File: config.mk
export PLATFORM = sky130hd
export DESIGN_NAME = h264_keyframe_segmenter
export DESIGN_NICKNAME = d
export VERILOG_FILES = /design/src/rtl/core/hks_pkg.sv /design/src/rtl/core/hks_ram.sv /design/src/rtl/core/hks_front.sv /design/src/rtl/core/hks_fifo.sv /design/src/rtl/core/hks_back.sv /design/src/rtl/core/h264_keyframe_segmenter.sv
export VERILOG_INCLUDE_DIRS = /design/src /design/src/rtl/core
export SDC_FILE = /design/constraint.sdc
export NUM_CORES = 1
export LEC_CHECK = 0
export BUFFER_PORTS_ARGS = -buffer_cell sky130_fd_sc_hd__buf_2
export CAP_MARGIN = 10
export CORE_UTILIZATION = 50
export DETAILED_ROUTE_END_ITERATION = 8
export PLACE_DENSITY = 0.66
export SYNTH_ARGS = -nofsm -noshare
export SYNTH_HDL_FRONTEND = slang
export SYNTH_SLANG_ARGS = --single-unit
export TNS_END_PERCENT = 100
File: constraint.sdc
create_clock -name clk -period 4.45 [get_ports clk]
set_input_delay 1.335 -clock clk [delete_from_list [all_inputs] [get_ports clk]]
set_output_delay 1.335 -clock clk [all_outputs]
set_load 0.02 [all_outputs]
File: src/rtl/core/h264_keyframe_segmenter_defines.svh
// Assertion macros used by the keyframe segmenter top level.
`ifndef H264_KEYFRAME_SEGMENTER_DEFINES_SVH
`define H264_KEYFRAME_SEGMENTER_DEFINES_SVH

// Same-cycle implication, sampled on the rising clock edge, off during reset.
`define HKS_ASSERT_IMPL(label, clk, rst, lhs, rhs, msg) \
  label: assert property (@(posedge clk) disable iff (rst) (lhs) |-> (rhs)) \
    else $error(msg);

// Next-cycle implication, sampled on the rising clock edge, off during reset.
`define HKS_ASSERT_NEXT(label, clk, rst, lhs, rhs, msg) \
  label: assert property (@(posedge clk) disable iff (rst) (lhs) |=> (rhs)) \
    else $error(msg);

`endif

File: src/rtl/core/hks_pkg.sv
// Types and constants shared by the keyframe segmenter modules.
`default_nettype none

package hks_pkg;

  localparam int BYTE_W      = 8;
  localparam int LEN_W       = 6;
  localparam int CFG_IDX_W   = 1;
  localparam int CFG_DATA_W  = 32;
  localparam int COUNT_W     = 32;
  localparam int PEND_W      = 3;
  localparam int QUEUE_DEPTH = 4;
  localparam int QPTR_W      = $clog2(QUEUE_DEPTH);

  localparam logic [BYTE_W-1:0]  BYTE_ZERO    = 8'h00;
  localparam logic [BYTE_W-1:0]  BYTE_ONE     = 8'h01;
  localparam logic [BYTE_W-1:0]  NAL_SPS      = 8'h27;
  localparam logic [BYTE_W-1:0]  NAL_IDR      = 8'h25;
  localparam logic [31:0]        START_PREFIX = 32'h0000_0001;
  localparam logic [31:0]        RECENT_RESET = 32'hFFFF_FFFF;
  localparam logic [LEN_W-1:0]   HDR_PREFIX_LEN = 6'd5;
  localparam logic [PEND_W-1:0]  PEND_FULL    = 3'd4;
  localparam logic [COUNT_W-1:0] COUNT_MAX    = 32'hFFFF_FFFF;
  localparam logic [COUNT_W-1:0] COUNT_OPEN   = 32'd5;
  localparam logic [CFG_DATA_W-1:0] MAX_BYTES_RESET = 32'd67108864;

  // Configuration register indexes
  typedef enum logic [CFG_IDX_W-1:0] {
    REG_RECORD_ENABLE     = 1'b0,
    REG_MAX_SEGMENT_BYTES = 1'b1
  } cfg_reg_t;

  // Front-end stream mode
  typedef enum logic [2:0] {
    MODE_SEEK  = 3'd0,
    MODE_SAVE  = 3'd1,
    MODE_WAIT  = 3'd2,
    MODE_REC   = 3'd3,
    MODE_CLOSE = 3'd4,
    MODE_STOP  = 3'd5
  } mode_t;

  // Back-end sequencer state
  typedef enum logic [2:0] {
    BK_IDLE = 3'd0,
    BK_HEAD = 3'd1,
    BK_RD   = 3'd2,
    BK_DATA = 3'd3,
    BK_CODE = 3'd4
  } back_state_t;

  typedef enum logic {
    CMD_EMIT = 1'b0,
    CMD_OPEN = 1'b1
  } cmd_kind_t;

  typedef struct packed {
    cmd_kind_t           kind;
    logic [BYTE_W-1:0]   data;
    logic [LEN_W-1:0]    len;
  } q_entry_t;

  typedef struct packed {
    logic                en;
    logic [LEN_W-1:0]    addr;
    logic [BYTE_W-1:0]   data;
  } hdr_wr_t;

  typedef struct packed {
    logic                en;
    logic [LEN_W-1:0]    addr;
  } hdr_rd_t;

endpackage

`default_nettype wire

File: src/rtl/core/hks_ram.sv
// Generic single-write, single-read RAM with registered read data.
`default_nettype none

module hks_ram #(
  parameter int WIDTH = 8,
  parameter int DEPTH = 48
) (
  input  wire logic                     clk,
  input  wire logic                     wr_en,
  input  wire logic [$clog2(DEPTH)-1:0] wr_addr,
  input  wire logic [WIDTH-1:0]         wr_data,
  input  wire logic                     rd_en,
  input  wire logic [$clog2(DEPTH)-1:0] rd_addr,
  output logic      [WIDTH-1:0]         rd_data
);

  logic [WIDTH-1:0] mem [DEPTH];

  // Write port
  always_ff @(posedge clk) begin
    if (wr_en) begin
      mem[wr_addr] <= wr_data;
    end
  end

  // Registered read port, data holds while rd_en is low
  always_ff @(posedge clk) begin
    if (rd_en) begin
      rd_data <= mem[rd_addr];
    end
  end

endmodule

`default_nettype wire

File: src/rtl/core/hks_front.sv
// Front end: configuration registers, start-code tracking, header capture and command issue.
`default_nettype none

module hks_front #(
  parameter int HEADER_DEPTH = 48
) (
  input  wire logic                              clk,
  input  wire logic                              rst,
  input  wire logic                              cfg_valid,
  output logic                                   cfg_ready,
  input  wire logic [hks_pkg::CFG_IDX_W-1:0]     cfg_index,
  input  wire logic [hks_pkg::CFG_DATA_W-1:0]    cfg_data,
  input  wire logic                              in_valid,
  output logic                                   in_ready,
  input  wire logic [hks_pkg::BYTE_W-1:0]        in_byte,
  output logic                                   q_push,
  output hks_pkg::q_entry_t                      q_entry,
  input  wire logic                              q_full,
  output hks_pkg::hdr_wr_t                       hdr_wr,
  output logic [hks_pkg::LEN_W-1:0]              hdr_len
);

  logic                              record_enable;
  logic [hks_pkg::CFG_DATA_W-1:0]    max_segment_bytes;
  hks_pkg::mode_t                    mode, mode_next;
  logic [31:0]                       recent, recent_next;
  logic [hks_pkg::LEN_W-1:0]         hlen, hlen_next;
  logic [hks_pkg::COUNT_W-1:0]       count, count_next;
  logic [hks_pkg::PEND_W-1:0]        pend, pend_next;
  logic                              accept;
  logic                              prefix;
  logic                              key;

  assign cfg_ready = 1'b1;
  assign in_ready  = !q_full;
  assign accept    = in_valid && in_ready;
  assign prefix    = (recent == hks_pkg::START_PREFIX);
  assign key       = prefix && (in_byte == hks_pkg::NAL_IDR);
  assign hdr_len   = hlen;

  // Configuration writes
  always_ff @(posedge clk) begin
    if (rst) begin
      record_enable     <= 1'b0;
      max_segment_bytes <= hks_pkg::MAX_BYTES_RESET;
    end else if (cfg_valid && cfg_ready) begin
      case (cfg_index)
        hks_pkg::REG_RECORD_ENABLE:     record_enable     <= cfg_data[0];
        hks_pkg::REG_MAX_SEGMENT_BYTES: max_segment_bytes <= cfg_data;
        default: ;
      endcase
    end
  end

  // Stream state
  always_ff @(posedge clk) begin
    if (rst) begin
      mode   <= hks_pkg::MODE_SEEK;
      recent <= hks_pkg::RECENT_RESET;
      hlen   <= '0;
      count  <= '0;
      pend   <= '0;
    end else begin
      mode   <= mode_next;
      recent <= recent_next;
      hlen   <= hlen_next;
      count  <= count_next;
      pend   <= pend_next;
    end
  end

  // Classify one byte: update mode, store header bytes, issue a command
  always_comb begin
    hks_pkg::mode_t            m;
    logic [hks_pkg::PEND_W-1:0] p;
    logic [hks_pkg::COUNT_W-1:0] count_inc;
    m           = mode;
    p           = pend;
    count_inc   = (count == hks_pkg::COUNT_MAX) ? count : count + 32'd1;
    mode_next   = mode;
    recent_next = recent;
    hlen_next   = hlen;
    count_next  = count;
    pend_next   = pend;
    q_push      = 1'b0;
    q_entry.kind = hks_pkg::CMD_EMIT;
    q_entry.data = in_byte;
    q_entry.len  = hlen;
    hdr_wr.en    = 1'b0;
    hdr_wr.addr  = hlen;
    hdr_wr.data  = recent[31:24];
    if (accept) begin
      // resume, or begin closing the current segment
      if (m == hks_pkg::MODE_STOP && record_enable) begin
        m = hks_pkg::MODE_WAIT;
      end
      if (m == hks_pkg::MODE_REC && (!record_enable || count > max_segment_bytes)) begin
        m = hks_pkg::MODE_CLOSE;
        p = '0;
      end
      mode_next = m;
      pend_next = p;
      case (m)
        hks_pkg::MODE_SEEK: begin
          if (prefix && in_byte == hks_pkg::NAL_SPS) begin
            hlen_next = hks_pkg::HDR_PREFIX_LEN;
            pend_next = '0;
            mode_next = hks_pkg::MODE_SAVE;
          end
        end
        hks_pkg::MODE_SAVE, hks_pkg::MODE_CLOSE: begin
          if (key) begin
            pend_next = '0;
            if (record_enable) begin
              q_push       = 1'b1;
              q_entry.kind = hks_pkg::CMD_OPEN;
              count_next   = hks_pkg::COUNT_OPEN;
              mode_next    = hks_pkg::MODE_REC;
            end else begin
              mode_next = hks_pkg::MODE_STOP;
            end
          end else if (p >= hks_pkg::PEND_FULL) begin
            if (m == hks_pkg::MODE_SAVE) begin
              // drop header bytes past the store
              if (hlen < hks_pkg::LEN_W'(HEADER_DEPTH)) begin
                hdr_wr.en = 1'b1;
                hlen_next = hlen + 6'd1;
              end
            end else begin
              q_push       = 1'b1;
              q_entry.data = recent[31:24];
              count_next   = count_inc;
            end
          end else begin
            pend_next = p + 3'd1;
          end
        end
        hks_pkg::MODE_WAIT: begin
          if (!record_enable) begin
            mode_next = hks_pkg::MODE_STOP;
          end else if (key) begin
            q_push     = 1'b1;
            q_entry.kind = hks_pkg::CMD_OPEN;
            count_next = hks_pkg::COUNT_OPEN;
            pend_next  = '0;
            mode_next  = hks_pkg::MODE_REC;
          end
        end
        hks_pkg::MODE_REC: begin
          q_push     = 1'b1;
          count_next = count_inc;
        end
        hks_pkg::MODE_STOP: ;
        default: mode_next = hks_pkg::MODE_SEEK;
      endcase
      recent_next = {recent[23:0], in_byte};
    end
  end

endmodule

`default_nettype wire

File: src/rtl/core/hks_fifo.sv
// Command queue between the front end and the back end.
`default_nettype none

module hks_fifo (
  input  wire logic              clk,
  input  wire logic              rst,
  input  wire logic              push,
  input  wire hks_pkg::q_entry_t push_entry,
  output logic                   full,
  input  wire logic              pop,
  output hks_pkg::q_entry_t      head,
  output logic                   empty
);

  hks_pkg::q_entry_t             slots [hks_pkg::QUEUE_DEPTH];
  logic [hks_pkg::QPTR_W-1:0]    wptr;
  logic [hks_pkg::QPTR_W-1:0]    rptr;
  logic [hks_pkg::QPTR_W:0]      fill;

  assign full  = (fill == (hks_pkg::QPTR_W+1)'(hks_pkg::QUEUE_DEPTH));
  assign empty = (fill == '0);
  assign head  = slots[rptr];

  // Store a pushed entry
  always_ff @(posedge clk) begin
    if (push && !full) begin
      slots[wptr] <= push_entry;
    end
  end

  // Advance pointers and fill count
  always_ff @(posedge clk) begin
    if (rst) begin
      wptr <= '0;
      rptr <= '0;
      fill <= '0;
    end else begin
      if (push && !full) begin
        wptr <= wptr + (hks_pkg::QPTR_W)'(1);
      end
      if (pop && !empty) begin
        rptr <= rptr + (hks_pkg::QPTR_W)'(1);
      end
      case ({push && !full, pop && !empty})
        2'b10:   fill <= fill + (hks_pkg::QPTR_W+1)'(1);
        2'b01:   fill <= fill - (hks_pkg::QPTR_W+1)'(1);
        default: ;
      endcase
    end
  end

endmodule

`default_nettype wire

File: src/rtl/core/hks_back.sv
// Back end: carries out queued commands and drives the output register.
`default_nettype none

module hks_back (
  input  wire logic                         clk,
  input  wire logic                         rst,
  input  wire logic                         q_empty,
  input  wire hks_pkg::q_entry_t            q_head,
  output logic                              q_pop,
  output hks_pkg::hdr_rd_t                  hdr_rd,
  input  wire logic [hks_pkg::BYTE_W-1:0]   hdr_data,
  output logic                              busy,
  output logic                              out_valid,
  input  wire logic                         out_ready,
  output logic [hks_pkg::BYTE_W-1:0]        out_byte,
  output logic                              segment_start,
  output logic                              last
);

  hks_pkg::back_state_t          state, state_next;
  logic [hks_pkg::LEN_W-1:0]     idx, idx_next;
  logic [hks_pkg::LEN_W-1:0]     len, len_next;
  logic                          slot_free;
  logic                          load;
  logic [hks_pkg::BYTE_W-1:0]    load_byte;
  logic                          load_start;
  logic                          load_last;

  // First five header bytes: the start code and the 0x27 NAL header
  function automatic logic [hks_pkg::BYTE_W-1:0] head_byte(input logic [2:0] i);
    case (i)
      3'd3:    head_byte = hks_pkg::BYTE_ONE;
      3'd4:    head_byte = hks_pkg::NAL_SPS;
      default: head_byte = hks_pkg::BYTE_ZERO;
    endcase
  endfunction

  // Keyframe start code 00 00 00 01 25
  function automatic logic [hks_pkg::BYTE_W-1:0] key_byte(input logic [2:0] i);
    case (i)
      3'd3:    key_byte = hks_pkg::BYTE_ONE;
      3'd4:    key_byte = hks_pkg::NAL_IDR;
      default: key_byte = hks_pkg::BYTE_ZERO;
    endcase
  endfunction

  assign slot_free = !out_valid || out_ready;
  assign busy      = (state != hks_pkg::BK_IDLE);

  // Sequencer registers
  always_ff @(posedge clk) begin
    if (rst) begin
      state <= hks_pkg::BK_IDLE;
      idx   <= '0;
      len   <= '0;
    end else begin
      state <= state_next;
      idx   <= idx_next;
      len   <= len_next;
    end
  end

  // Next state and output loads
  always_comb begin
    state_next  = state;
    idx_next    = idx;
    len_next    = len;
    q_pop       = 1'b0;
    hdr_rd.en   = 1'b0;
    hdr_rd.addr = idx;
    load        = 1'b0;
    load_byte   = q_head.data;
    load_start  = 1'b0;
    load_last   = 1'b0;
    case (state)
      hks_pkg::BK_IDLE: begin
        if (!q_empty && slot_free) begin
          q_pop = 1'b1;
          if (q_head.kind == hks_pkg::CMD_EMIT) begin
            load      = 1'b1;
            load_last = 1'b1;
          end else begin
            len_next   = q_head.len;
            idx_next   = '0;
            state_next = hks_pkg::BK_HEAD;
          end
        end
      end
      hks_pkg::BK_HEAD: begin
        if (slot_free) begin
          load       = 1'b1;
          load_byte  = head_byte(idx[2:0]);
          load_start = (idx == '0);
          if (idx == hks_pkg::HDR_PREFIX_LEN - 6'd1) begin
            if (len == hks_pkg::HDR_PREFIX_LEN) begin
              idx_next   = '0;
              state_next = hks_pkg::BK_CODE;
            end else begin
              idx_next   = idx + 6'd1;
              state_next = hks_pkg::BK_RD;
            end
          end else begin
            idx_next = idx + 6'd1;
          end
        end
      end
      hks_pkg::BK_RD: begin
        hdr_rd.en  = 1'b1;
        state_next = hks_pkg::BK_DATA;
      end
      hks_pkg::BK_DATA: begin
        if (slot_free) begin
          load      = 1'b1;
          load_byte = hdr_data;
          if (idx + 6'd1 == len) begin
            idx_next   = '0;
            state_next = hks_pkg::BK_CODE;
          end else begin
            idx_next   = idx + 6'd1;
            state_next = hks_pkg::BK_RD;
          end
        end
      end
      hks_pkg::BK_CODE: begin
        if (slot_free) begin
          load      = 1'b1;
          load_byte = key_byte(idx[2:0]);
          if (idx == hks_pkg::HDR_PREFIX_LEN - 6'd1) begin
            load_last  = 1'b1;
            idx_next   = '0;
            state_next = hks_pkg::BK_IDLE;
          end else begin
            idx_next = idx + 6'd1;
          end
        end
      end
      default: state_next = hks_pkg::BK_IDLE;
    endcase
  end

  // Output register: hold until taken
  always_ff @(posedge clk) begin
    if (rst) begin
      out_valid <= 1'b0;
    end else if (load) begin
      out_valid <= 1'b1;
    end else if (out_ready) begin
      out_valid <= 1'b0;
    end
  end

  always_ff @(posedge clk) begin
    if (load) begin
      out_byte      <= load_byte;
      segment_start <= load_start;
      last          <= load_last;
    end
  end

endmodule

`default_nettype wire

File: src/rtl/core/h264_keyframe_segmenter.sv
// Top level of the H.264 keyframe segmenter.
//
//  channel  | handshake           | payload
//  ---------+---------------------+---------------------------------------
//  cfg      | cfg_valid/cfg_ready | cfg_index, cfg_data (always ready)
//  in       | in_valid/in_ready   | in_byte
//  out      | out_valid/out_ready | out_byte, segment_start, last
//
// A stream byte is taken each cycle while the four-entry command queue has room.
// A passed-through byte gives one result, loaded into the output register once popped.
// A keyframe opens a segment: the back-end sequencer loads the five prefix bytes, then
// each stored header byte as one RAM read then one output load, then the keyframe start code.
// Synchronous reset clears control state; the header RAM is not cleared.
// A stalled output holds the back end; the front end stalls only once the queue fills.
`default_nettype none
`include "h264_keyframe_segmenter_defines.svh"

module h264_keyframe_segmenter #(
  parameter int HEADER_DEPTH = 48
) (
  input  wire logic                           clk,
  input  wire logic                           rst,
  input  wire logic                           cfg_valid,
  output logic                                cfg_ready,
  input  wire logic [hks_pkg::CFG_IDX_W-1:0]  cfg_index,
  input  wire logic [hks_pkg::CFG_DATA_W-1:0] cfg_data,
  input  wire logic                           in_valid,
  output logic                                in_ready,
  input  wire logic [hks_pkg::BYTE_W-1:0]     in_byte,
  output logic                                out_valid,
  input  wire logic                           out_ready,
  output logic [hks_pkg::BYTE_W-1:0]          out_byte,
  output logic                                segment_start,
  output logic                                last
);

  localparam int AW = $clog2(HEADER_DEPTH);

  logic                          q_push;
  hks_pkg::q_entry_t             q_entry;
  logic                          q_full;
  logic                          q_pop;
  hks_pkg::q_entry_t             q_head;
  logic                          q_empty;
  hks_pkg::hdr_wr_t              hdr_wr;
  hks_pkg::hdr_rd_t              hdr_rd;
  logic [hks_pkg::BYTE_W-1:0]    hdr_data;
  logic [hks_pkg::LEN_W-1:0]     hdr_len;
  logic                          back_busy;

  hks_front #(
    .HEADER_DEPTH(HEADER_DEPTH)
  ) u_front (
    .clk       (clk),
    .rst       (rst),
    .cfg_valid (cfg_valid),
    .cfg_ready (cfg_ready),
    .cfg_index (cfg_index),
    .cfg_data  (cfg_data),
    .in_valid  (in_valid),
    .in_ready  (in_ready),
    .in_byte   (in_byte),
    .q_push    (q_push),
    .q_entry   (q_entry),
    .q_full    (q_full),
    .hdr_wr    (hdr_wr),
    .hdr_len   (hdr_len)
  );

  hks_fifo u_fifo (
    .clk        (clk),
    .rst        (rst),
    .push       (q_push),
    .push_entry (q_entry),
    .full       (q_full),
    .pop        (q_pop),
    .head       (q_head),
    .empty      (q_empty)
  );

  hks_ram #(
    .WIDTH (hks_pkg::BYTE_W),
    .DEPTH (HEADER_DEPTH)
  ) u_hdr_ram (
    .clk     (clk),
    .wr_en   (hdr_wr.en),
    .wr_addr (hdr_wr.addr[AW-1:0]),
    .wr_data (hdr_wr.data),
    .rd_en   (hdr_rd.en),
    .rd_addr (hdr_rd.addr[AW-1:0]),
    .rd_data (hdr_data)
  );

  hks_back u_back (
    .clk           (clk),
    .rst           (rst),
    .q_empty       (q_empty),
    .q_head        (q_head),
    .q_pop         (q_pop),
    .hdr_rd        (hdr_rd),
    .hdr_data      (hdr_data),
    .busy          (back_busy),
    .out_valid     (out_valid),
    .out_ready     (out_ready),
    .out_byte      (out_byte),
    .segment_start (segment_start),
    .last          (last)
  );

  // Header reads stay within the stored, RAM-held part of the header
  `HKS_ASSERT_IMPL(a_rd_in_header, clk, rst, hdr_rd.en, (hdr_rd.addr >= hks_pkg::HDR_PREFIX_LEN) && (hdr_rd.addr < hdr_len), "header read outside stored bytes")

  // Header is only written before any command has been issued
  `HKS_ASSERT_IMPL(a_wr_before_open, clk, rst, hdr_wr.en, !back_busy && q_empty, "header written while a segment is in flight")

  // Taking an open command starts the replay sequencer
  `HKS_ASSERT_NEXT(a_open_starts, clk, rst, q_pop && (q_head.kind == hks_pkg::CMD_OPEN), back_busy, "open command did not start replay")

  // A segment opens on a zero byte that is never the last result
  `HKS_ASSERT_IMPL(a_start_byte, clk, rst, out_valid && segment_start, (out_byte == hks_pkg::BYTE_ZERO) && !last, "bad segment start byte")

endmodule

`default_nettype wire

=== Word-level counts from Yosys, hierarchy flattened ===
Memories as Yosys holds them, arrays and structs flattened. A register that Yosys moved wholly into a read port is not among the register bits.
Index checks and enable logic that the tools add are counted.

* Add/sub/neg operators: 8
* Magnitude comparators: 3
* Equality and inequality tests: 40
* Muxes and demuxes: 98
* Bitwise operators: 1
* Reductions and logical operators: 34

{| class="wikitable"
|+ Operators by type and width
! operator !! number
|-
| $mux W32 || 7
|-
| $pmux W32 S3 || 1
|-
| $mux W6 || 14
|-
| $mux W3 || 25
|-
| $mux W8 || 7
|-
| $pmux W6 S2 || 3
|-
| $add A32 B1 Y32 const B || 1
|-
| $eq A32 B1 Y1 const B || 1
|-
| $eq A32 B32 Y1 const B || 1
|-
| $gt A32 B32 Y1 || 1
|-
| $mux W1 || 28
|-
| $ne A2 B1 Y1 const B || 13
|-
| $pmux W6 S4 || 1
|-
| $pmux W8 S3 || 1
|-
| $reduce_and A7 Y1 || 3
|-
| $eq A3 B2 Y1 const B || 6
|-
| $eq A3 B3 Y1 const B || 6
|-
| $eq A8 B6 Y1 const B || 2
|-
| $pmux W3 S5 || 1
|-
| $add A6 B1 Y6 const B || 2
|-
| $eq A6 B3 Y1 const B || 2
|-
| $pmux W3 S4 || 1
|-
| $logic_not A3 Y1 || 3
|-
| $mux W9 || 1
|-
| other kinds (30) || 53
|}

* Bits in registers: 142
* RAM bits: 444
* Bits of input ports: 46
* Output and inout port bits: 13
* Word-level logic and storage cells: 203
* Memories: 2

{| class="wikitable"
|+ Memory list
! memory !! depth !! width !! read ports !! clocked after memory_dff !! wr ports !! line !! text
|-
| u_hdr_ram.mem || 48 || 8 || 1 || 1 || 1 || hks_ram.sv:17 || <nowiki>logic [WIDTH-1:0] mem [DEPTH];</nowiki>
|-
| u_fifo.slots || 4 || 15 || 1 || 1 || 1 || hks_fifo.sv:15 || <nowiki>hks_pkg::q_entry_t slots [hks_pkg::QUEUE_DEPTH];</nowiki>
|}

=== Depth between registers and ports, before layout ===
Gate-level depths: netlist of run 1.

* Word-level depth: 17
* Mapped depth: 16
* Mapped depth without buffers: 15

=== Modules after synthesis ===
From an unflattened synthesis of run 1, not the netlist that was laid out.

* Cell total of the unflattened synthesis: 1924
* Area, all modules: 25974.9 um^2

{| class="wikitable"
|+ Modules (own cells, without submodules)
! module !! instances !! cells an instance !! area each (um^2) !! sequential area each (um^2)
|-
| hks_ram || 1 || 790 || 15414.8 || 11771.3
|-
| hks_front || 1 || 801 || 6251.0 || 2182.1
|-
| hks_fifo || 1 || 132 || 2677.6 || 1981.9
|-
| hks_back || 1 || 201 || 1631.6 || 620.6
|}

=== Least setup slack after synthesis of run 1 ===
OpenSTA, ideal clock, no wires.

* Path type: input to register
* Start point: input port in_byte[6] in the netlist's numbering
* End point: register u_fifo.fill[2] in the netlist's numbering
* Setup time: 71 ps
* Arrival: 3917 ps
* Data required time: 4379 ps
* Slack: 462 ps
* Stages on the path: 14
* Path buffers: 2
* Cell sequence: nor4_1 -> nand4_1 -> nor4_1 -> buf_2 -> o311ai_2 -> a21oi_2 -> clkbuf_1 -> inv_1 -> ha_1 -> inv_1 -> fa_1 -> xor2_1 -> or3_1 -> a21oi_1

* Word-level cells in the longest chain between the ends: 9
* Elaborated cells between the ends (all ways): 12
* Classes of those cells: eq/ne: 3; mux: 6; reduce/logical: 3

{| class="wikitable"
|+ RTL lines
! element !! line !! text
|-
| from (decl) || h264_keyframe_segmenter.sv:29 || <nowiki>input wire logic [hks_pkg::BYTE_W-1:0] in_byte,</nowiki>
|-
| $eq A8 B6 Y1 (*) || hks_front.sv:38 || <nowiki>assign key = prefix && (in_byte == hks_pkg::NAL_IDR);</nowiki>
|-
| $logic_and A1 B1 Y1 (*) || hks_front.sv:38 ||
|-
| $mux W1 || hks_front.sv:141 || <nowiki>end else if (key) begin</nowiki>
|-
| $mux W1 || hks_front.sv:139 || <nowiki>if (!record_enable) begin</nowiki>
|-
| $pmux W1 S3 (*) || hks_front.sv:103 || <nowiki>case (m)</nowiki>
|-
| $mux W1 (*) || hks_front.sv:92 || <nowiki>if (accept) begin</nowiki>
|-
| $logic_and A1 B1 Y1 (*) || hks_fifo.sv:44 || <nowiki>case ({push && !full, pop && !empty})</nowiki>
|-
| $eq A2 B1 Y1 or $eq A2 B2 Y1 (tied branches) || hks_fifo.sv:44 ||
|-
| $pmux W3 S2 or $reduce_bool A2 Y1 (tied branches) || -- ||
|-
| to (signal assigned) || hks_fifo.sv:45 || <nowiki>2'b10: fill <= fill + (hks_pkg::QPTR_W+1)'(1);</nowiki>
|-
| to (signal assigned) || hks_fifo.sv:46 || <nowiki>2'b01: fill <= fill - (hks_pkg::QPTR_W+1)'(1);</nowiki>
|-
| to (decl) || hks_fifo.sv:18 || <nowiki>logic [hks_pkg::QPTR_W:0] fill;</nowiki>
|}

Mark *: on every way between the ends. The rest lies on a longest branch, timed or not.
A chain may end at the register's enable or synchronous reset.

=== Worst setup path in the final report of run 1 ===
* Start point: register u_front.max_segment_bytes[13] in the netlist's numbering
* End point: register u_fifo.fill[2] in the netlist's numbering

* Word-level cells in the longest chain between the ends: 14
* Elaborated cells between the ends (all ways): 23
* Classes of those cells: order compare: 2; eq/ne: 6; mux: 10; reduce/logical: 5

{| class="wikitable"
|+ RTL lines
! element !! line !! text
|-
| from (decl) || hks_front.sv:24 || <nowiki>logic [hks_pkg::CFG_DATA_W-1:0] max_segment_bytes;</nowiki>
|-
| from (signal assigned) || hks_front.sv:45 || <nowiki>max_segment_bytes <= hks_pkg::MAX_BYTES_RESET;</nowiki>
|-
| from (signal assigned) || hks_front.sv:49 || <nowiki>hks_pkg::REG_MAX_SEGMENT_BYTES: max_segment_bytes <= cfg_data;</nowiki>
|-
| $gt A32 B32 Y1 (*) || hks_front.sv:97 || <nowiki>if (m == hks_pkg::MODE_REC && (!record_enable || count > max_segment_bytes)) begin</nowiki>
|-
| $logic_or A1 B1 Y1 (*) || hks_front.sv:97 ||
|-
| $logic_and A1 B1 Y1 (*) || hks_front.sv:97 ||
|-
| branches (longest 6 deep; another with $ge A3 B3 Y1) || -- ||
|-
| $pmux W1 S3 (*) || hks_front.sv:103 ||
|-
| $mux W1 (*) || hks_front.sv:92 ||
|-
| $logic_and A1 B1 Y1 (*) || hks_fifo.sv:44 ||
|-
| $eq A2 B1 Y1 or $eq A2 B2 Y1 (tied branches) || hks_fifo.sv:44 ||
|-
| $pmux W3 S2 or $reduce_bool A2 Y1 (tied branches) || -- ||
|}

Mark *: on every way between the ends. The select of a mux whose other input is x is not followed.

==> summary.txt, run 1 <==
Floorplanning
  • Core Box Area: 0.0490 mm²
  • DIE WIDTH: 225 µm
  • Site Rows: 81
  • I/O pin count: 59
  • Chip Height: 225 µm
  • Die footprint: 0.0505 mm²
  • Starting Density: 50.7%

Synth
  • Syn avg cell area: 14.8 µm²
  • YS warnings: 0
  • Syn Inst Count: 1679
  • Sequential fraction of the synthesis area: 66.7%
  • Synth Flop Type: edfxtp_1
  • Synth top area share: 55.9%
  • Yosys reg bits: 596
  • Post-synth EDFFs: 462
  • Net count after synthesis: 1768
  • Largest area contributor in the synthesized netlist: edfxtp_1
  • Synth async-reset ratio: 0%
  • Largest cells by area after synthesis: edfxtp_1 56%, mux4_2 12%, dfxtp_1 11%
  • Cell area after synthesis: 0.0248 mm²
  • Library cells used by synthesis: 70

Placement
  • Port Buffer Count: 57
  • DPL Wire Length: 34200 µm
  • GP Congestion: 0.868

Clock network
  • CTS tree: yes
  • Root Buffer: clkbuf_16
  • CTS sink count: 596
  • Post-CTS sizing: 0
  • CTS max path bufs: 3
  • Clock transition at the registers of the reported paths: 0.06 ns
  • Worst skew pair latency: 0.63 ns
  • Post-CTS setup repair buffer count: 0
  • Max H-tree Level: 2
  • CTS Buf Count: 58
  • # hold bufs at CTS: 0

Drt
  • Vias per Instance: 5.83
  • Remaining DRCs: 0
  • Wirelength per Cell: 21.9 µm
  • 1st-iter DRT viols: 1153
  • Drt pass-1 iters: 5
  • DRT antenna net count: 0
  • Routed via count: 14300
  • Wirelength, routed: 54000 µm

Flow run
  • Max-cap viol count: 0

Timing
  • Hold_ws: 0.455 ns
  • Slew Viols, Final: 0
  • Crit share post-route: 84.2%
  • TNS Setup: 0 ns
  • Unrepaired setup endpoints after global routing: false
  • Worst Skew: 0.0340 ns
  • Slew of the pin with the lowest slew margin: 1.10 ns
  • Rel. slew slack: 26.7%
  • Fmax: 0.267 GHz
  • Fin. Hold Viols: 0
  • Final setup violation count: 0
  • Minimum clock period: 3.75 ns

Final layout
  • Syn-to-layout area delta: 12.1%
  • Layout cells sized above 1: 19.5%
  • N_diodes: 0
  • Fin nets: 1839
  • Most frequent cells in the layout: 462 x edfxtp_1, 202 x nand2_1, 135 x mux4_2
  • Most common cell after layout, fill and taps aside: edfxtp_1

Worst setup path
  • Max FO, Critical Path: 4
  • Arrival time at the worst endpoint: 4.29 ns
  • WS Path Type: flip-flop to flip-flop
  • CP required: 4.99 ns
  • Crit end category: flip-flop
  • Worst Setup Start Kind: flip-flop

Global routing
  • First-pass GRT wire length: 83100 µm
  • Vias in the first global route: 13900
  • GRT overflow: 0
  • Largest net degree at the start of global routing: 51
  • Initial antenna violation count: 0
  • GR Util All Layers: 21.9%

Run status
  • Status: complete, no violations

Power and ir drop
  • Peak supply drop: 0.281 mV
  • Pwr dens: 399 mW/mm²
  • Tot Pwr: 11100 µW
  • Lkg Pwr: 0.00906 µW

Hold path
  • HP Class: flip-flop to flip-flop
## worst max-delay path, cell delays in order (launching register included)
cell      delay, ns
dfxtp_1        0.34
inv_1          0.05
ha_1           0.29
nand4_1        0.15
nor4_1         0.66
nand4_1        0.21
o211a_1        0.24
o311ai_2       0.35
a21oi_2        0.10
inv_1          0.06
ha_1           0.18
inv_1          0.06
fa_1           0.37
xor2_1         0.16
or3_1          0.31
a21oi_1        0.14
## state kept, by name, indices dropped and copies added, names as in the netlist, 3 cells and up, named ones only
signal and flops:
u_fifo.fill 3, u_front.max_segment_bytes 32, u_front.pend 3, u_hdr_ram.mem 384
u_front.count 32, u_back.idx 6, u_front.mode 3, u_back.len 6
u_front.hdr_len 6, u_front.recent 32, u_hdr_ram.rd_data 8, u_back.out_byte 8
u_back.state 3, u_fifo.slots 60
## final timing paths
path                                       from                      endpoint  slack (ns)  depth (start not counted)
setup / recovery  u_front.max_segment_bytes[13]                u_fifo.fill[2]        0.70                         15
setup reg to reg  u_front.max_segment_bytes[13]                u_fifo.fill[2]        0.70                         15
hold reg to reg    u_front.max_segment_bytes[5]  u_front.max_segment_bytes[5]        0.46                          2
hold / removal     u_front.max_segment_bytes[5]  u_front.max_segment_bytes[5]        0.46                          2
## kinds of logic (layout without fill, tap and decap cells)
| logic type | count (synthesis) | after routing | synth area share (%) |
|---|---|---|---|
| DFF | 596 | 596 | 66.7 |
| AOI/OAI and AO/OA | 171 | 171 | 4.23 |
| muxes | 162 | 162 | 13.4 |
| other | 1 | 1 | 0.0151 |
| adders and majority gates | 43 | 43 | 2.20 |
| xor gates and xnor gates | 34 | 34 | 1.26 |
| and+or+nand+nor | 536 | 536 | 10.1 |
| buffers and inverters | 136 | 255 | 2.12 |
## synth_stat cells, drive strengths merged, types with 2 or more instances
| cell type | instances |
|---|---|
| a211oi | 6 |
| nand4 | 19 |
| o21ai | 38 |
| a22o | 4 |
| and3 | 14 |
| o21bai | 3 |
| o31ai | 3 |
| o311ai | 2 |
| nor2 | 120 |
| nor4 | 12 |
| mux2 | 9 |
| nand2 | 202 |
| ha | 42 |
| inv | 44 |
| nand3b | 9 |
| nor3b | 2 |
| or4 | 9 |
| clkbuf | 67 |
| buf | 24 |
| and4 | 5 |
| mux2i | 18 |
| and2 | 12 |
| or3 | 10 |
| nor4b | 5 |
| xor2 | 11 |
| a21oi | 71 |
| a21o | 4 |
| xnor2 | 22 |
| o21a | 7 |
| a31oi | 6 |
| o211ai | 10 |
| nor2b | 11 |
| a221o | 2 |
| a22oi | 3 |
| nor3 | 27 |
| nand2b | 5 |
| o211a | 2 |
| nand3 | 67 |
| or2 | 3 |
| edfxtp | 462 |
| mux4 | 135 |
| dfxtp | 134 |
## report_power, final
group          total (µW)  internal, µW  switching [µW]
Sequential           6050          6030            25.4
Clock                4780          2710            2070
Combinational         278          74.5             204
## per-layer routing
metal	up-vias	global-route usage, %	wire length [µm]
met5	-	0	0
met4	0	5.92	1100
met3	69	4.13	3940
met2	494	33.7	24800
met1	7219	32.1	24200
li1	6561	-	-
## cell type report
cell class	instances	area [µm²]
inverter	45	169
multi-input combinational	947	7740
timing repair buffer	102	636
clock inverter	29	292
clock buffer	79	1570
tap	664	831
fill	3796	21100
sequential	596	16600
## per-stage QoR
step / cells / worst slack (ns) / instance area, µm² / util [%]
after detailed placement: 2354 / 0.297 / 26000 / 53.0
final: 2462 / 0.704 / 27800 / 56.8
after global placement: 2354 / 0.277 / 26000 / 53.0
after global routing: 2462 / 0.347 / 27800 / 56.8
after floorplan: 1679 / 0.462 / 24800 / -
after CTS: 2462 / 0.682 / 27800 / 56.8
Note: power is estimated with default switching activity, not from simulation.
==> run 2, diff against run 1 <==
ABC_AREA = 1   (was unset)
PLACE_DENSITY = 0.68   (was 0.66)
clock period = 3.2 ns   (was 4.45 ns; I/O delays follow)
==> summary.txt, run 2 <==
Run status
  • Status: complete, no violations

Floorplanning
  • Die footprint: 0.0538 mm² (+6.5%)
  • Starting Density: 51.0% (+0.35 points)
  • Core Box Area: 0.0518 mm² (+5.9%)
  • Chip Height: 232 µm (+3.2%)
  • I/O pin count: 59 (unchanged)
  • DIE WIDTH: 232 µm (+3.2%)
  • Site Rows: 83 (+2.5%)

Synth
  • Simple-Gate Fraction of Synth Area: 16.6% (+6.5 points)
  • Main combinational cell family by area after synthesis: simple AND/OR/NAND/NOR gates
  • Portion of netlist area occupied by mux cells: 0.0378% (-13 points)
  • Post-synth EDFFs: 462 (unchanged)
  • Cell area after synthesis: 0.0265 mm² (+6.6%)
  • Most frequent cell after synthesis: edfxtp_1
  • Library cells used by synthesis: 53 (-24%)
  • Synth top area share: 52.4% (-3.5 points)
  • XOR/XNOR Fraction of Synth Area: 1.36% (+0.10 points)
  • Syn avg cell area: 10.3 µm² (-30%)
  • Yosys reg bits: 596 (unchanged)
  • Adder-Cell Fraction of Synth Area: 2.06% (-0.14 points)
  • Post-synth top cells: 462 x edfxtp_1, 386 x nor2_1, 385 x nand2_1
  • Net count after synthesis: 2658 (+50%)
  • Synth Flop Type: edfxtp_1
  • Sequential fraction of the synthesis area: 62.6% (-4.1 points)
  • Syn Inst Count: 2569 (+53%)
  • Largest area contributor in the synthesized netlist: edfxtp_1
  • Synth async-reset ratio: 0% (unchanged)
  • YS warnings: 0 (unchanged)
  • Synth Area in Compound Gates: 12.7% (+8.4 points)
  • Largest cells by area after synthesis: edfxtp_1 52%, dfxtp_1 10%, nor2_1 5.5%

Worst setup path
  • Max FO, Critical Path: 4 (unchanged)
  • CP required: 3.76 ns (-1.23 ns)
  • Crit end category: flip-flop
  • WS Path Type: flip-flop to flip-flop
  • Worst Setup Start Kind: flip-flop
  • Arrival time at the worst endpoint: 3.68 ns (-0.61 ns)

Placement
  • GP Congestion: 0.947 (+9.1%)
  • Placed Instance Area: 0.0287 mm² (+10%)
  • Dpl cells: 3373 (+43%)
  • Port Buffer Count: 57 (unchanged)
  • DPL Wire Length: 46700 µm (+37%)

Power and ir drop
  • Cell Int Power: 12900 µW (+46%)
  • Peak supply drop: 0.461 mV (+64%)
  • Reg power frac: 49.6% (-4.9 points)
  • Pwr dens: 564 mW/mm² (+41%)
  • Clock power frac: 37.9% (-5.1 points)
  • Lkg Pwr: 0.0112 µW (+24%)
  • Psw: 4620 µW (+100%)
  • Net Sw Frac: 26.3% (+5.7 points)
  • Logic gate share of total power: 12.5% (+10 points)
  • Tot Pwr: 17500 µW (+58%)

Final layout
  • N_diodes: 0 (unchanged)
  • Max reg flops: 384 (unchanged)
  • Largest register by flop count: u_hdr_ram.mem
  • Fin nets: 2849 (+55%)
  • Syn-to-layout area delta: 17.4%
  • Layout cells sized above 1: 19.2% (-0.23 points)
  • Final instance area: 0.0311 mm² (+12%)
  • Most frequent cells in the layout: 462 x edfxtp_1, 376 x nand2_1, 358 x nor2_1
  • Cell Count, Final, Fillers Out: 3487 (+42%)
  • Largest registers: u_hdr_ram.mem: 384 flops, u_fifo.slots: 60 flops
  • Most common cell after layout, fill and taps aside: edfxtp_1

Drt
  • Wirelength, routed: 72200 µm (+34%)
  • DRT antenna net count: 0 (unchanged)
  • 1st-iter DRT viols: 2422 (+110%)
  • Remaining DRCs: 0 (unchanged)
  • Vias per Instance: 5.81 (-0.30%)
  • Drt pass-1 iters: 5 (unchanged)
  • Wirelength per Cell: 20.7 µm (-5.6%)
  • Routed via count: 20300 (+41%)

Clock network
  • Max H-tree Level: 2 (unchanged)
  • # hold bufs at CTS: 0 (unchanged)
  • Root Buffer: clkbuf_16
  • CTS max path bufs: 3 (unchanged)
  • Clock transition at the registers of the reported paths: 0.06 ns (about the same)
  • CTS Buf Count: 60 (+3.4%)
  • CTS tree: yes
  • Worst skew pair latency: 0.65 ns (+0.02 ns)
  • CTS sink count: 596 (unchanged)

Timing
  • Worst Skew: 0.0299 ns (-0.00410 ns)
  • Slew Viols, Final: 0 (unchanged)
  • Crit share post-route: 97.5% (+13 points)
  • Final setup violation count: 0 (unchanged)
  • Unrepaired setup endpoints after global routing: true
  • Slew of the pin with the lowest slew margin: 0.846 ns (-0.253 ns)
  • Minimum clock period: 3.12 ns (-0.628 ns)
  • Rel. slew slack: 43.4% (+17 points)
  • Fmax: 0.321 GHz (+20%)
  • Fin. Hold Viols: 0 (unchanged)

Global routing
  • Largest net degree at the start of global routing: 193 (+280%)
  • GR Util All Layers: 26.9% (+5.0 points)
  • First-pass GRT wire length: 111000 µm (+34%)
  • Vias in the first global route: 19400 (+39%)
  • Initial antenna violation count: 2 (+2)
  • GRT overflow: 0 (unchanged)

Flow run
  • Max-cap viol count: 0 (unchanged)

Hold path
  • HP Class: flip-flop to flip-flop
## run 2: changes by cell type after synthesis, moves of 33 or more
cell      previous run  this run
nor2_1             120       386
o21ai_0             38       284
nand2_1            202       385
mux4_2             135         0
inv_1               44       148
nand3_1             67       150
o22ai_1              0        69
clkbuf_1            67       116
o221ai_1             1        34
## run 2: layout make-up
class / count / area, µm²
timing repair buffer: 274 / 2090
inverter: 154 / 583
sequential: 596 / 16600
tap: 680 / 851
clock inverter: 37 / 292
fill: 4237 / 20800
multi-input combinational: 1674 / 9080
clock buffer: 72 / 1570
## run 2: power groups by stage
| stage | Clock [µW] | Sequential, µW | Combinational (µW) |
|---|---|---|---|
| final | 6640 | 8690 | 2190 |
| after global routing | 7030 | 8710 | 2430 |
| after CTS | 6730 | 8690 | 2130 |
| after detailed placement | 0 | 8850 | 2100 |
| after global placement | 0 | 8840 | 2070 |
| after floorplan | 0 | 8910 | 1260 |
## run 2: logic make-up (layout without fill, tap and decap cells)
family,count (synthesis),count (layout)
AND/OR/NAND/NOR,1018,1018
flip-flops,596,596
other,1,1
buffers and inverters,299,537
multiplexers,1,1
XOR/XNOR,41,41
AO/OA/AOI/OAI,570,570
adder cells (fa/ha/maj),43,43
## run 2: path summary, 6_finish.rpt
path                                      start              to  slack (ns)  cells after the start
setup / recovery  u_front.max_segment_bytes[21]  u_fifo.fill[1]        0.08                     20
hold reg to reg                  u_fifo.rptr[1]  u_fifo.rptr[1]        0.47                      2
setup reg to reg  u_front.max_segment_bytes[21]  u_fifo.fill[1]        0.08                     20
hold / removal                   u_fifo.rptr[1]  u_fifo.rptr[1]        0.47                      2
## run 2: worst max-delay path: stages (launching register included)
cell and delay (ns):
dfxtp_2 0.32, inv_2 0.04, ha_4 0.26, nand2_1 0.06, nor2_2 0.13, nand4_1 0.15
nor2_4 0.20, nand4_1 0.15, nand2_2 0.10, nand2_2 0.07, nand2_4 0.09, buf_6 0.12
o211ai_1 0.16, a21oi_4 0.23, nand2_4 0.08, ha_4 0.17, inv_4 0.05, fa_2 0.42
nor2_1 0.11, a21oi_1 0.05, nor2_1 0.09
## run 2: metrics by stage
step	setup TNS (ns)	hold WS, ns	worst slack, ns	utilization [%]
detailed placement	-51.14	0.457	-0.368	55.3
CTS	0	0.466	0.00202	59.0
global route	-0.260	0.494	-0.0839	59.9
finish	0	0.467	0.0813	59.9
global placement	-44.60	0.447	-0.482	55.3
floorplan	-7.28	0.433	-0.120	-
## run 2: repair_timing
action,4_1_cts,5_1_grt
setup endpoints to repair,43,505
pin swaps,2,35
gates resized for setup,11,117
setup buffers,4,3
## run 2: metal layers
metal	vias to the layer above	GRT usage (%)	share of wire [%]
met5	-	0	0.018
met2	886	41.6	46
met1	9794	39.2	44
met3	116	4.11	7.9
met4	2	8.22	2.5
li1	9456	-	-
